<file path="src/rtl/lsf_pkg.sv">
// shared types and constants for the least-squares line fit
`default_nettype none

package lsf_pkg;

    localparam int XY_W           = 24;
    localparam int CNT_W          = 13;
    localparam int SUM_W          = 36;
    localparam int SQ_W           = 60;
    localparam int A_W            = 60;
    localparam int B_W            = 36;
    localparam int ACC_W          = 98;
    localparam int NUM_W          = 114;
    localparam int DEN_W          = 72;
    localparam int Q_W            = 33;
    localparam int OUT_W          = 32;
    localparam int ITER_W         = $clog2(NUM_W);
    localparam int SLOPE_SHIFT    = 16;
    localparam int ICPT_SHIFT     = 4;
    localparam int MAX_POINTS_DEF = 4096;

    typedef enum logic [1:0] {
        FIT_OK        = 2'd0,
        FIT_SINGULAR  = 2'd1,
        FIT_SATURATED = 2'd2,
        FIT_TOO_MANY  = 2'd3
    } t_fit_status;

    typedef enum logic [1:0] {
        OP_MAC_NEW,
        OP_MAC_SUB,
        OP_DIV
    } t_unit_op;

    typedef struct packed {
        logic     start;
        t_unit_op op;
    } t_unit_req;

    typedef struct packed {
        logic done;
        logic sat;
    } t_unit_rsp;

    typedef enum logic [2:0] {
        U_IDLE,
        U_MUL,
        U_DIV,
        U_RND,
        U_FIN
    } t_unit_state;

    typedef enum logic [3:0] {
        S_IDLE,
        S_SQ,
        S_XY,
        S_DEN_A,
        S_DEN_B,
        S_NS_A,
        S_NS_B,
        S_DIV_S,
        S_NI_A,
        S_NI_B,
        S_DIV_I,
        S_OUT
    } t_seq_state;

endpackage

`default_nettype wire

</file>
<file path="src/rtl/least_squares_line_fit.sv">
// least-squares straight-line fit over a stream of points
//
//  channel  direction  handshake                 payload
//  in       sink       i_in_valid / o_in_stall   x_coord, y_coord, last_point
//  out      source     o_out_valid / i_out_stall slope, intercept, fit_status, points_used
//
// each point is accepted, then x*x and x*y go through one 24x24 multiplier
// a closing point then adds six shift-add products and two restoring divides
// (only the first two products when singular, none on too many points), all in the shared unit
// synchronous active-low reset clears the sequencer, sums and output valid
// a stalled result waits in the output register while the next set is taken in
`default_nettype none

module least_squares_line_fit #(
    parameter int MAX_POINTS = lsf_pkg::MAX_POINTS_DEF
) (
    input  wire                               i_clk,
    input  wire                               i_rst_n,
    input  wire                               i_in_valid,
    output logic                              o_in_stall,
    input  wire signed [lsf_pkg::XY_W-1:0]    i_x_coord,
    input  wire signed [lsf_pkg::XY_W-1:0]    i_y_coord,
    input  wire                               i_last_point,
    output logic                              o_out_valid,
    input  wire                               i_out_stall,
    output logic signed [lsf_pkg::OUT_W-1:0]  o_slope,
    output logic signed [lsf_pkg::OUT_W-1:0]  o_intercept,
    output logic       [1:0]                  o_fit_status,
    output logic       [lsf_pkg::CNT_W-1:0]   o_points_used
);
    import lsf_pkg::*;

    t_seq_state                 r_state;
    t_seq_state                 n_state;
    logic signed [XY_W-1:0]     r_x;
    logic signed [XY_W-1:0]     r_y;
    logic                       r_last;
    logic                       r_take;
    logic [CNT_W-1:0]           r_count;
    logic signed [SUM_W-1:0]    r_sx;
    logic signed [SUM_W-1:0]    r_sy;
    logic signed [SQ_W-1:0]     r_sxx;
    logic signed [SQ_W-1:0]     r_sxy;
    logic                       r_ovf;
    logic [DEN_W-1:0]           r_den;
    logic [OUT_W-1:0]           r_slope;
    logic [OUT_W-1:0]           r_icpt;
    t_fit_status                r_status;
    logic                       r_sat;
    logic                       r_wait;
    logic                       r_out_valid;
    logic [OUT_W-1:0]           r_out_slope;
    logic [OUT_W-1:0]           r_out_icpt;
    t_fit_status                r_out_status;
    logic [CNT_W-1:0]           r_out_points;

    logic signed [XY_W-1:0]     mul_b;
    logic signed [2*XY_W-1:0]   mul_p;
    logic                       take;
    logic                       out_free;
    logic                       op_state;
    t_unit_req                  u_req;
    t_unit_rsp                  u_rsp;
    logic signed [A_W-1:0]      u_a;
    logic signed [B_W-1:0]      u_b;
    logic signed [NUM_W-1:0]    u_num;
    logic signed [ACC_W-1:0]    u_acc;
    logic [OUT_W-1:0]           u_quot;
    logic                       den_bad;

    assign mul_b    = (r_state == S_XY) ? r_y : r_x;
    assign mul_p    = r_x * mul_b;
    assign take     = r_count < CNT_W'(MAX_POINTS);
    assign out_free = ~r_out_valid | ~i_out_stall;
    assign den_bad  = u_acc[ACC_W-1] | (u_acc == '0);

    always_comb begin
        n_state = r_state;
        case (r_state)
            S_IDLE:  if (i_in_valid) n_state = S_SQ;
            S_SQ:    n_state = S_XY;
            S_XY: begin
                if (!r_last) begin
                    n_state = S_IDLE;
                end else if (r_ovf) begin
                    n_state = S_OUT;
                end else begin
                    n_state = S_DEN_A;
                end
            end
            S_DEN_A: if (u_rsp.done) n_state = S_DEN_B;
            S_DEN_B: if (u_rsp.done) n_state = den_bad ? S_OUT : S_NS_A;
            S_NS_A:  if (u_rsp.done) n_state = S_NS_B;
            S_NS_B:  if (u_rsp.done) n_state = S_DIV_S;
            S_DIV_S: if (u_rsp.done) n_state = S_NI_A;
            S_NI_A:  if (u_rsp.done) n_state = S_NI_B;
            S_NI_B:  if (u_rsp.done) n_state = S_DIV_I;
            S_DIV_I: if (u_rsp.done) n_state = S_OUT;
            S_OUT:   if (out_free) n_state = S_IDLE;
            default: n_state = S_IDLE;
        endcase
    end

    always_comb begin
        o_in_stall = (r_state != S_IDLE);
        op_state   = 1'b0;
        u_req.op   = OP_MAC_NEW;
        u_a        = '0;
        u_b        = '0;
        u_num      = '0;
        case (r_state)
            S_DEN_A: begin
                op_state = 1'b1;
                u_a      = r_sxx;
                u_b      = B_W'(r_count);
            end
            S_DEN_B: begin
                op_state = 1'b1;
                u_req.op = OP_MAC_SUB;
                u_a      = A_W'(r_sx);
                u_b      = r_sx;
            end
            S_NS_A: begin
                op_state = 1'b1;
                u_a      = r_sxy;
                u_b      = B_W'(r_count);
            end
            S_NS_B: begin
                op_state = 1'b1;
                u_req.op = OP_MAC_SUB;
                u_a      = A_W'(r_sy);
                u_b      = r_sx;
            end
            S_DIV_S: begin
                op_state = 1'b1;
                u_req.op = OP_DIV;
                u_num    = NUM_W'(u_acc) <<< SLOPE_SHIFT;
            end
            S_NI_A: begin
                op_state = 1'b1;
                u_a      = r_sxx;
                u_b      = r_sy[B_W-1:0];
            end
            S_NI_B: begin
                op_state = 1'b1;
                u_req.op = OP_MAC_SUB;
                u_a      = r_sxy;
                u_b      = r_sx;
            end
            S_DIV_I: begin
                op_state = 1'b1;
                u_req.op = OP_DIV;
                u_num    = NUM_W'(u_acc) <<< ICPT_SHIFT;
            end
            default: begin
                op_state = 1'b0;
            end
        endcase
        u_req.start = op_state & ~r_wait;
    end

    always_ff @(posedge i_clk) begin
        if (!i_rst_n) begin
            r_state     <= S_IDLE;
            r_wait      <= 1'b0;
            r_out_valid <= 1'b0;
            r_count     <= '0;
            r_sx        <= '0;
            r_sy        <= '0;
            r_sxx       <= '0;
            r_sxy       <= '0;
            r_ovf       <= 1'b0;
        end else begin
            r_state <= n_state;
            if (u_rsp.done) begin
                r_wait <= 1'b0;
            end else if (u_req.start) begin
                r_wait <= 1'b1;
            end
            if (r_state == S_OUT && out_free) begin
                r_out_valid <= 1'b1;
            end else if (!i_out_stall) begin
                r_out_valid <= 1'b0;
            end
            if (r_state == S_SQ) begin
                if (take) begin
                    r_count <= r_count + CNT_W'(1);
                    r_sx    <= r_sx + SUM_W'(r_x);
                    r_sy    <= r_sy + SUM_W'(r_y);
                    r_sxx   <= r_sxx + SQ_W'(mul_p);
                end else begin
                    r_ovf <= 1'b1;
                end
            end else if (r_state == S_XY && r_take) begin
                r_sxy <= r_sxy + SQ_W'(mul_p);
            end else if (r_state == S_OUT && out_free) begin
                r_count <= '0;
                r_sx    <= '0;
                r_sy    <= '0;
                r_sxx   <= '0;
                r_sxy   <= '0;
                r_ovf   <= 1'b0;
            end
        end
    end

    always_ff @(posedge i_clk) begin
        if (r_state == S_IDLE && i_in_valid) begin
            r_x    <= i_x_coord;
            r_y    <= i_y_coord;
            r_last <= i_last_point;
        end
        if (r_state == S_SQ) begin
            r_take <= take;
        end
        if (r_state == S_XY && r_last && r_ovf) begin
            r_slope  <= '0;
            r_icpt   <= '0;
            r_status <= FIT_TOO_MANY;
        end
        if (r_state == S_DEN_B && u_rsp.done) begin
            r_sat <= 1'b0;
            if (den_bad) begin
                r_slope  <= '0;
                r_icpt   <= '0;
                r_status <= FIT_SINGULAR;
            end else begin
                r_den <= u_acc[DEN_W-1:0];
            end
        end
        if (r_state == S_DIV_S && u_rsp.done) begin
            r_slope <= u_quot;
            r_sat   <= u_rsp.sat;
        end
        if (r_state == S_DIV_I && u_rsp.done) begin
            r_icpt   <= u_quot;
            r_status <= (r_sat | u_rsp.sat) ? FIT_SATURATED : FIT_OK;
        end
        if (r_state == S_OUT && out_free) begin
            r_out_slope  <= r_slope;
            r_out_icpt   <= r_icpt;
            r_out_status <= r_status;
            r_out_points <= r_count;
        end
    end

    lsf_unit u_unit (
        .i_clk   (i_clk),
        .i_rst_n (i_rst_n),
        .i_req   (u_req),
        .i_a     (u_a),
        .i_b     (u_b),
        .i_num   (u_num),
        .i_den   (r_den),
        .o_rsp   (u_rsp),
        .o_acc   (u_acc),
        .o_quot  (u_quot)
    );

    assign o_out_valid   = r_out_valid;
    assign o_slope       = r_out_slope;
    assign o_intercept   = r_out_icpt;
    assign o_fit_status  = r_out_status;
    assign o_points_used = r_out_points;

endmodule

`default_nettype wire

</file>
<file path="src/rtl/lsf_unit.sv">
// shared shift-add multiply-accumulate and restoring divide unit
`default_nettype none

module lsf_unit (
    input  wire                               i_clk,
    input  wire                               i_rst_n,
    input  lsf_pkg::t_unit_req                i_req,
    input  wire signed [lsf_pkg::A_W-1:0]     i_a,
    input  wire signed [lsf_pkg::B_W-1:0]     i_b,
    input  wire signed [lsf_pkg::NUM_W-1:0]   i_num,
    input  wire        [lsf_pkg::DEN_W-1:0]   i_den,
    output lsf_pkg::t_unit_rsp                o_rsp,
    output logic signed [lsf_pkg::ACC_W-1:0]  o_acc,
    output logic       [lsf_pkg::OUT_W-1:0]   o_quot
);
    import lsf_pkg::*;

    t_unit_state        r_state;
    t_unit_state        n_state;
    logic [ITER_W-1:0]  r_cnt;
    logic [ACC_W-1:0]   r_ash;
    logic [B_W-1:0]     r_bsh;
    logic               r_neg;
    logic [ACC_W-1:0]   r_acc;
    logic [NUM_W-1:0]   r_num;
    logic [DEN_W-1:0]   r_rem;
    logic [DEN_W-1:0]   r_den;
    logic [Q_W-1:0]     r_q;
    logic               r_qovf;
    logic               r_qneg;
    logic [Q_W:0]       r_q1;

    logic [A_W-1:0]     a_mag;
    logic [B_W-1:0]     b_mag;
    logic [NUM_W-1:0]   num_mag;
    logic [ACC_W-1:0]   add_x;
    logic [ACC_W-1:0]   add_y;
    logic               add_ci;
    logic [ACC_W-1:0]   add_s;
    logic               ge;
    logic [Q_W:0]       limit;
    logic               sat;

    assign a_mag   = i_a[A_W-1] ? (A_W'(~i_a) + A_W'(1)) : A_W'(i_a);
    assign b_mag   = i_b[B_W-1] ? (B_W'(~i_b) + B_W'(1)) : B_W'(i_b);
    assign num_mag = i_num[NUM_W-1] ? (NUM_W'(~i_num) + NUM_W'(1)) : NUM_W'(i_num);

    // the one wide adder, shared by multiply steps, divide steps and rounding
    always_comb begin
        add_x  = '0;
        add_y  = '0;
        add_ci = 1'b0;
        case (r_state)
            U_MUL: begin
                add_x  = r_acc;
                add_y  = r_bsh[0] ? (r_neg ? ~r_ash : r_ash) : '0;
                add_ci = r_neg & r_bsh[0];
            end
            U_DIV: begin
                add_x  = ACC_W'({r_rem, r_num[NUM_W-1]});
                add_y  = ~ACC_W'(r_den);
                add_ci = 1'b1;
            end
            U_RND: begin
                add_x  = ACC_W'({r_rem, 1'b0});
                add_y  = ~ACC_W'(r_den);
                add_ci = 1'b1;
            end
            default: begin
                add_x  = '0;
            end
        endcase
    end

    assign add_s = add_x + add_y + ACC_W'(add_ci);
    assign ge    = ~add_s[ACC_W-1];

    always_comb begin
        n_state = r_state;
        case (r_state)
            U_IDLE: begin
                if (i_req.start) begin
                    n_state = (i_req.op == OP_DIV) ? U_DIV : U_MUL;
                end
            end
            U_MUL: begin
                if (r_cnt == ITER_W'(B_W - 1)) begin
                    n_state = U_FIN;
                end
            end
            U_DIV: begin
                if (r_cnt == ITER_W'(NUM_W - 1)) begin
                    n_state = U_RND;
                end
            end
            U_RND: n_state = U_FIN;
            U_FIN: n_state = U_IDLE;
            default: n_state = U_IDLE;
        endcase
    end

    always_ff @(posedge i_clk) begin
        if (!i_rst_n) begin
            r_state <= U_IDLE;
        end else begin
            r_state <= n_state;
        end
    end

    always_ff @(posedge i_clk) begin
        case (r_state)
            U_IDLE: begin
                if (i_req.start) begin
                    r_cnt <= '0;
                    if (i_req.op == OP_DIV) begin
                        r_num  <= num_mag;
                        r_qneg <= i_num[NUM_W-1];
                        r_rem  <= '0;
                        r_q    <= '0;
                        r_qovf <= 1'b0;
                        r_den  <= i_den;
                    end else begin
                        r_ash <= ACC_W'(a_mag);
                        r_bsh <= b_mag;
                        r_neg <= i_a[A_W-1] ^ i_b[B_W-1] ^ (i_req.op == OP_MAC_SUB);
                        if (i_req.op == OP_MAC_NEW) begin
                            r_acc <= '0;
                        end
                    end
                end
            end
            U_MUL: begin
                if (r_bsh[0]) begin
                    r_acc <= add_s;
                end
                r_ash <= {r_ash[ACC_W-2:0], 1'b0};
                r_bsh <= {1'b0, r_bsh[B_W-1:1]};
                r_cnt <= r_cnt + ITER_W'(1);
            end
            U_DIV: begin
                if (ge) begin
                    r_rem <= add_s[DEN_W-1:0];
                end else begin
                    r_rem <= {r_rem[DEN_W-2:0], r_num[NUM_W-1]};
                end
                r_num  <= {r_num[NUM_W-2:0], 1'b0};
                r_q    <= {r_q[Q_W-2:0], ge};
                r_qovf <= r_qovf | r_q[Q_W-1];
                r_cnt  <= r_cnt + ITER_W'(1);
            end
            U_RND: begin
                r_q1 <= {1'b0, r_q} + (Q_W+1)'(ge);
            end
            default: begin
                r_cnt <= r_cnt;
            end
        endcase
    end

    // rounded quotient, clamped to the signed output range
    always_comb begin
        limit = r_qneg ? (Q_W+1)'(64'd1 << (OUT_W - 1))
                       : (Q_W+1)'((64'd1 << (OUT_W - 1)) - 64'd1);
        sat   = r_qovf | (r_q1 > limit);
        if (sat) begin
            o_quot = r_qneg ? {1'b1, {(OUT_W-1){1'b0}}} : {1'b0, {(OUT_W-1){1'b1}}};
        end else if (r_qneg) begin
            o_quot = OUT_W'(~r_q1[OUT_W-1:0]) + OUT_W'(1);
        end else begin
            o_quot = r_q1[OUT_W-1:0];
        end
        o_rsp.done = (r_state == U_FIN);
        o_rsp.sat  = sat;
        o_acc      = r_acc;
    end

endmodule

`default_nettype wire

</file>
<file path="config.mk">
export PLATFORM = sky130hd
export DESIGN_NAME = least_squares_line_fit
export DESIGN_NICKNAME = d
export VERILOG_FILES = /design/src/rtl/lsf_pkg.sv /design/src/rtl/least_squares_line_fit.sv /design/src/rtl/lsf_unit.sv
export SDC_FILE = /design/constraint.sdc
export NUM_CORES = 2
export LEC_CHECK = 0
export BUFFER_PORTS_ARGS = -buffer_cell sky130_fd_sc_hd__clkbuf_2
export CAP_MARGIN = 30
export CORE_UTILIZATION = 35
export DETAILED_ROUTE_END_ITERATION = 10
export HOLD_SLACK_MARGIN = 0.05
export PLACE_DENSITY = 0.58
export RECOVER_POWER = 25
export SLEW_MARGIN = 10
export SYNTH_ARGS = -nofsm -noshare
export SYNTH_HDL_FRONTEND = slang
export SYNTH_SLANG_ARGS = --single-unit
</file>
<file path="constraint.sdc">
create_clock -name i_clk -period 16.1 [get_ports i_clk]
set_clock_uncertainty 0.1 [all_clocks]
set_input_delay 4.83 -clock i_clk [delete_from_list [all_inputs] [get_ports i_clk]]
set_output_delay 4.83 -clock i_clk [all_outputs]
set_load 0.03 [all_outputs]
</file>
==> reports/qor.yml <==
status: "finished, violations left"
violations: "capacitance limit, slew limit"
clock_path_buffers: 3
grt_pass1_vias: 70000
hold_buffers: 0
period_minus_slack_ns: 14.24
placedInstanceArea_mm2: 0.0917
drv_cap: 16
cts_resized: 0
coreArea_mm2: 0.248
worstSetupEndpointType: "flip-flop"
drc: 0
cp_max_fo: 37
fillerInstances: 24700
criticalPathCategory: "flip-flop to flip-flop"
clk_pin_slew_ns: 0.06
syn_avg_cell_area_um2: 9.42
worst_hold_path_type: "flip-flop to flip-flop"
final_cell_mix: "nand2_1 (895), inv_1 (789), edfxtp_1 (765)"
yosysUniqueCellTypes: 111
io_buffers: 133
reg2regPathDepth: 39
synth_edf_count: 765
dp_hpwl_um: 203000
ys_ff_latch: 1046
cts_made_buffers: 118
dieArea_mm2: 0.252
rows: 183
dr.pass1.iters: 5
fmax_mhz: 70.2
cts_tree: "done"
critPathArrivalTime_ns: 14.77
setup_ws_ns: 1.86
io_pins: 134
grt_pass1_wl_um: 420000
grt_max_degree: 134
nets: 10300
overflow: 0
rsz0062_at_grt: "no"
regArea_mm2: 0.0286
viasPerCell: 5.55
crit_path_top_delay_cell: "dfxtp_1"
track_usage_pct: 21.3
num_vias: 70100
ys_seq_area_share_pct: 32.7
hold_viol: 0
gp_congestion: 0.937
design_area_mm2: 0.0957
final_common_cell: "nand2_1"
place_worst_setup_slack_ns: 2.92
startpoint_type: "flip-flop"
initial_core_util_pct: 35.2
cp_slowest_stage_delay_ns: 1.78
yosysWarnings: 0
syn-num-nets: 10400
ys.flop_type: "edfxtp_1"
post-route-util_pct: 38.5
post_cts_buffers: 0
setup-tns-final_ns: 0
async_reset_ff_share_pct: 0
tightest_slew_ns: 3.78
final-setup-viol-count: 0
cts_sinks: 1046
wl_per_cell_um: 21.5
drt_iter0_drc: 5929
insertion_delay_ns: 0.80
holdPathStages: 0
multi_input_area_mm2: 0.0541
cts_max_level: 3
die_w_um: 502
drive_above_1_share_pct: 6.12
relSlewSlack_pct: -152
antenna_found_initial: 4
critical_path_required_ns: 16.63
syn_inst: 9286
areaGrowthSynthToFinish_pct: 9.43
die_h_um: 502
min_period_over_period_pct: 88.5
drv_slew: 734
cts_root_buf: "clkbuf_16"
drt-total-wl_um: 272000
synthesis.area_mm2: 0.0875
drtAntennaViolNets: 0
==> layer usage <==
metal	vias up	track usage (%)	share of wire, %
met2	2297	35.1	46
met1	34900	29.0	45
met3	440	2.96	6.4
met4	0	5.92	2.8
met5	-	0	0
li1	32400	-	-
==> synthesized netlist by cell type (all sizes together) (64+ instances only) <==
cell	instances	area [um2]
and3	75	470
fa	613	12300
a32o	64	641
edfxtp	765	23000
o22ai	89	557
nor2	684	2570
xor2	228	2000
clkbuf	418	1570
nand4	87	544
nand3	110	551
and2	301	1890
inv	791	2970
a22o	113	990
nor3	108	562
xnor2	396	3470
nand2b	73	457
dfxtp	281	5630
buf	72	415
o21bai	74	556
o21ai	557	2810
nand2	898	3380
nor2b	256	1600
a21o	205	1540
ha	473	5920
a21oi	477	2390
o21a	130	976
a22oi	173	1300
==> critical path, delay by kind of cell, from the launching register on <==
kind	cells	cell delay [ns]
buffers and inverters	5	0.82
adder cells (fa/ha/maj)	9	4.14
flip-flops	1	1.78
AND/OR/NAND/NOR	13	3.48
AO/OA/AOI/OAI	12	3.70
==> logic make-up after synthesis <==
| logic type | Yosys count | synth area share [%] |
|---|---|---|
| AO/OA/AOI/OAI | 2329 | 17.7 |
| adder cells (fa/ha/maj) | 1086 | 20.8 |
| AND/OR/NAND/NOR | 2855 | 16.2 |
| flip-flops | 1046 | 32.7 |
| buffers and inverters | 1284 | 5.68 |
| multiplexers | 62 | 0.718 |
| XOR/XNOR | 624 | 6.25 |
==> per-stage QoR <==
stage          hold slack, ns  instances
2_1_floorplan           0.299       9286
3_3_place_gp            0.301      12400
3_5_place_dp            0.305      12400
4_1_cts                 0.278      12600
5_1_grt                 0.286      12600
6_report                0.284      12600
==> sequential cells by signal (all words and copies together) (netlist names), 32 cells and up <==
register,flops
u_unit.r_ash,98
o_intercept,32
r_sxy,60
u_unit.o_acc,98
u_unit.r_q1,34
r_icpt,32
o_slope,32
u_unit.r_den,72
r_sxx,60
u_unit.r_rem,72
r_slope,32
u_unit.r_bsh,36
r_sx,36
u_unit.r_num,110
r_den,72
r_sy,36
u_unit.r_q,33
==> layout make-up <==
type                       count  share of cell area (%)
multi-input combinational   6956                    56.5
sequential                  1046                    29.9
tap                         3330                    4.35
clock buffer                 153                    3.37
inverter                     794                    3.12
timing repair buffer         275                    1.84
clock inverter                73                   0.902
antenna                        3                 0.00784
==> path summary, 6_finish.rpt <==
kind,start,to,slack (ns)
hold / removal,r_den[38],u_unit.r_den[38],0.28
setup reg to reg,r_state[0],r_sxy[58],1.86
hold reg to reg,r_den[38],u_unit.r_den[38],0.28
setup / recovery,r_state[0],r_sxy[58],1.86
Power is left out: the tool's default activity adds up to more than one toggle a clock period on the data nets, which glitch-free logic cannot reach.
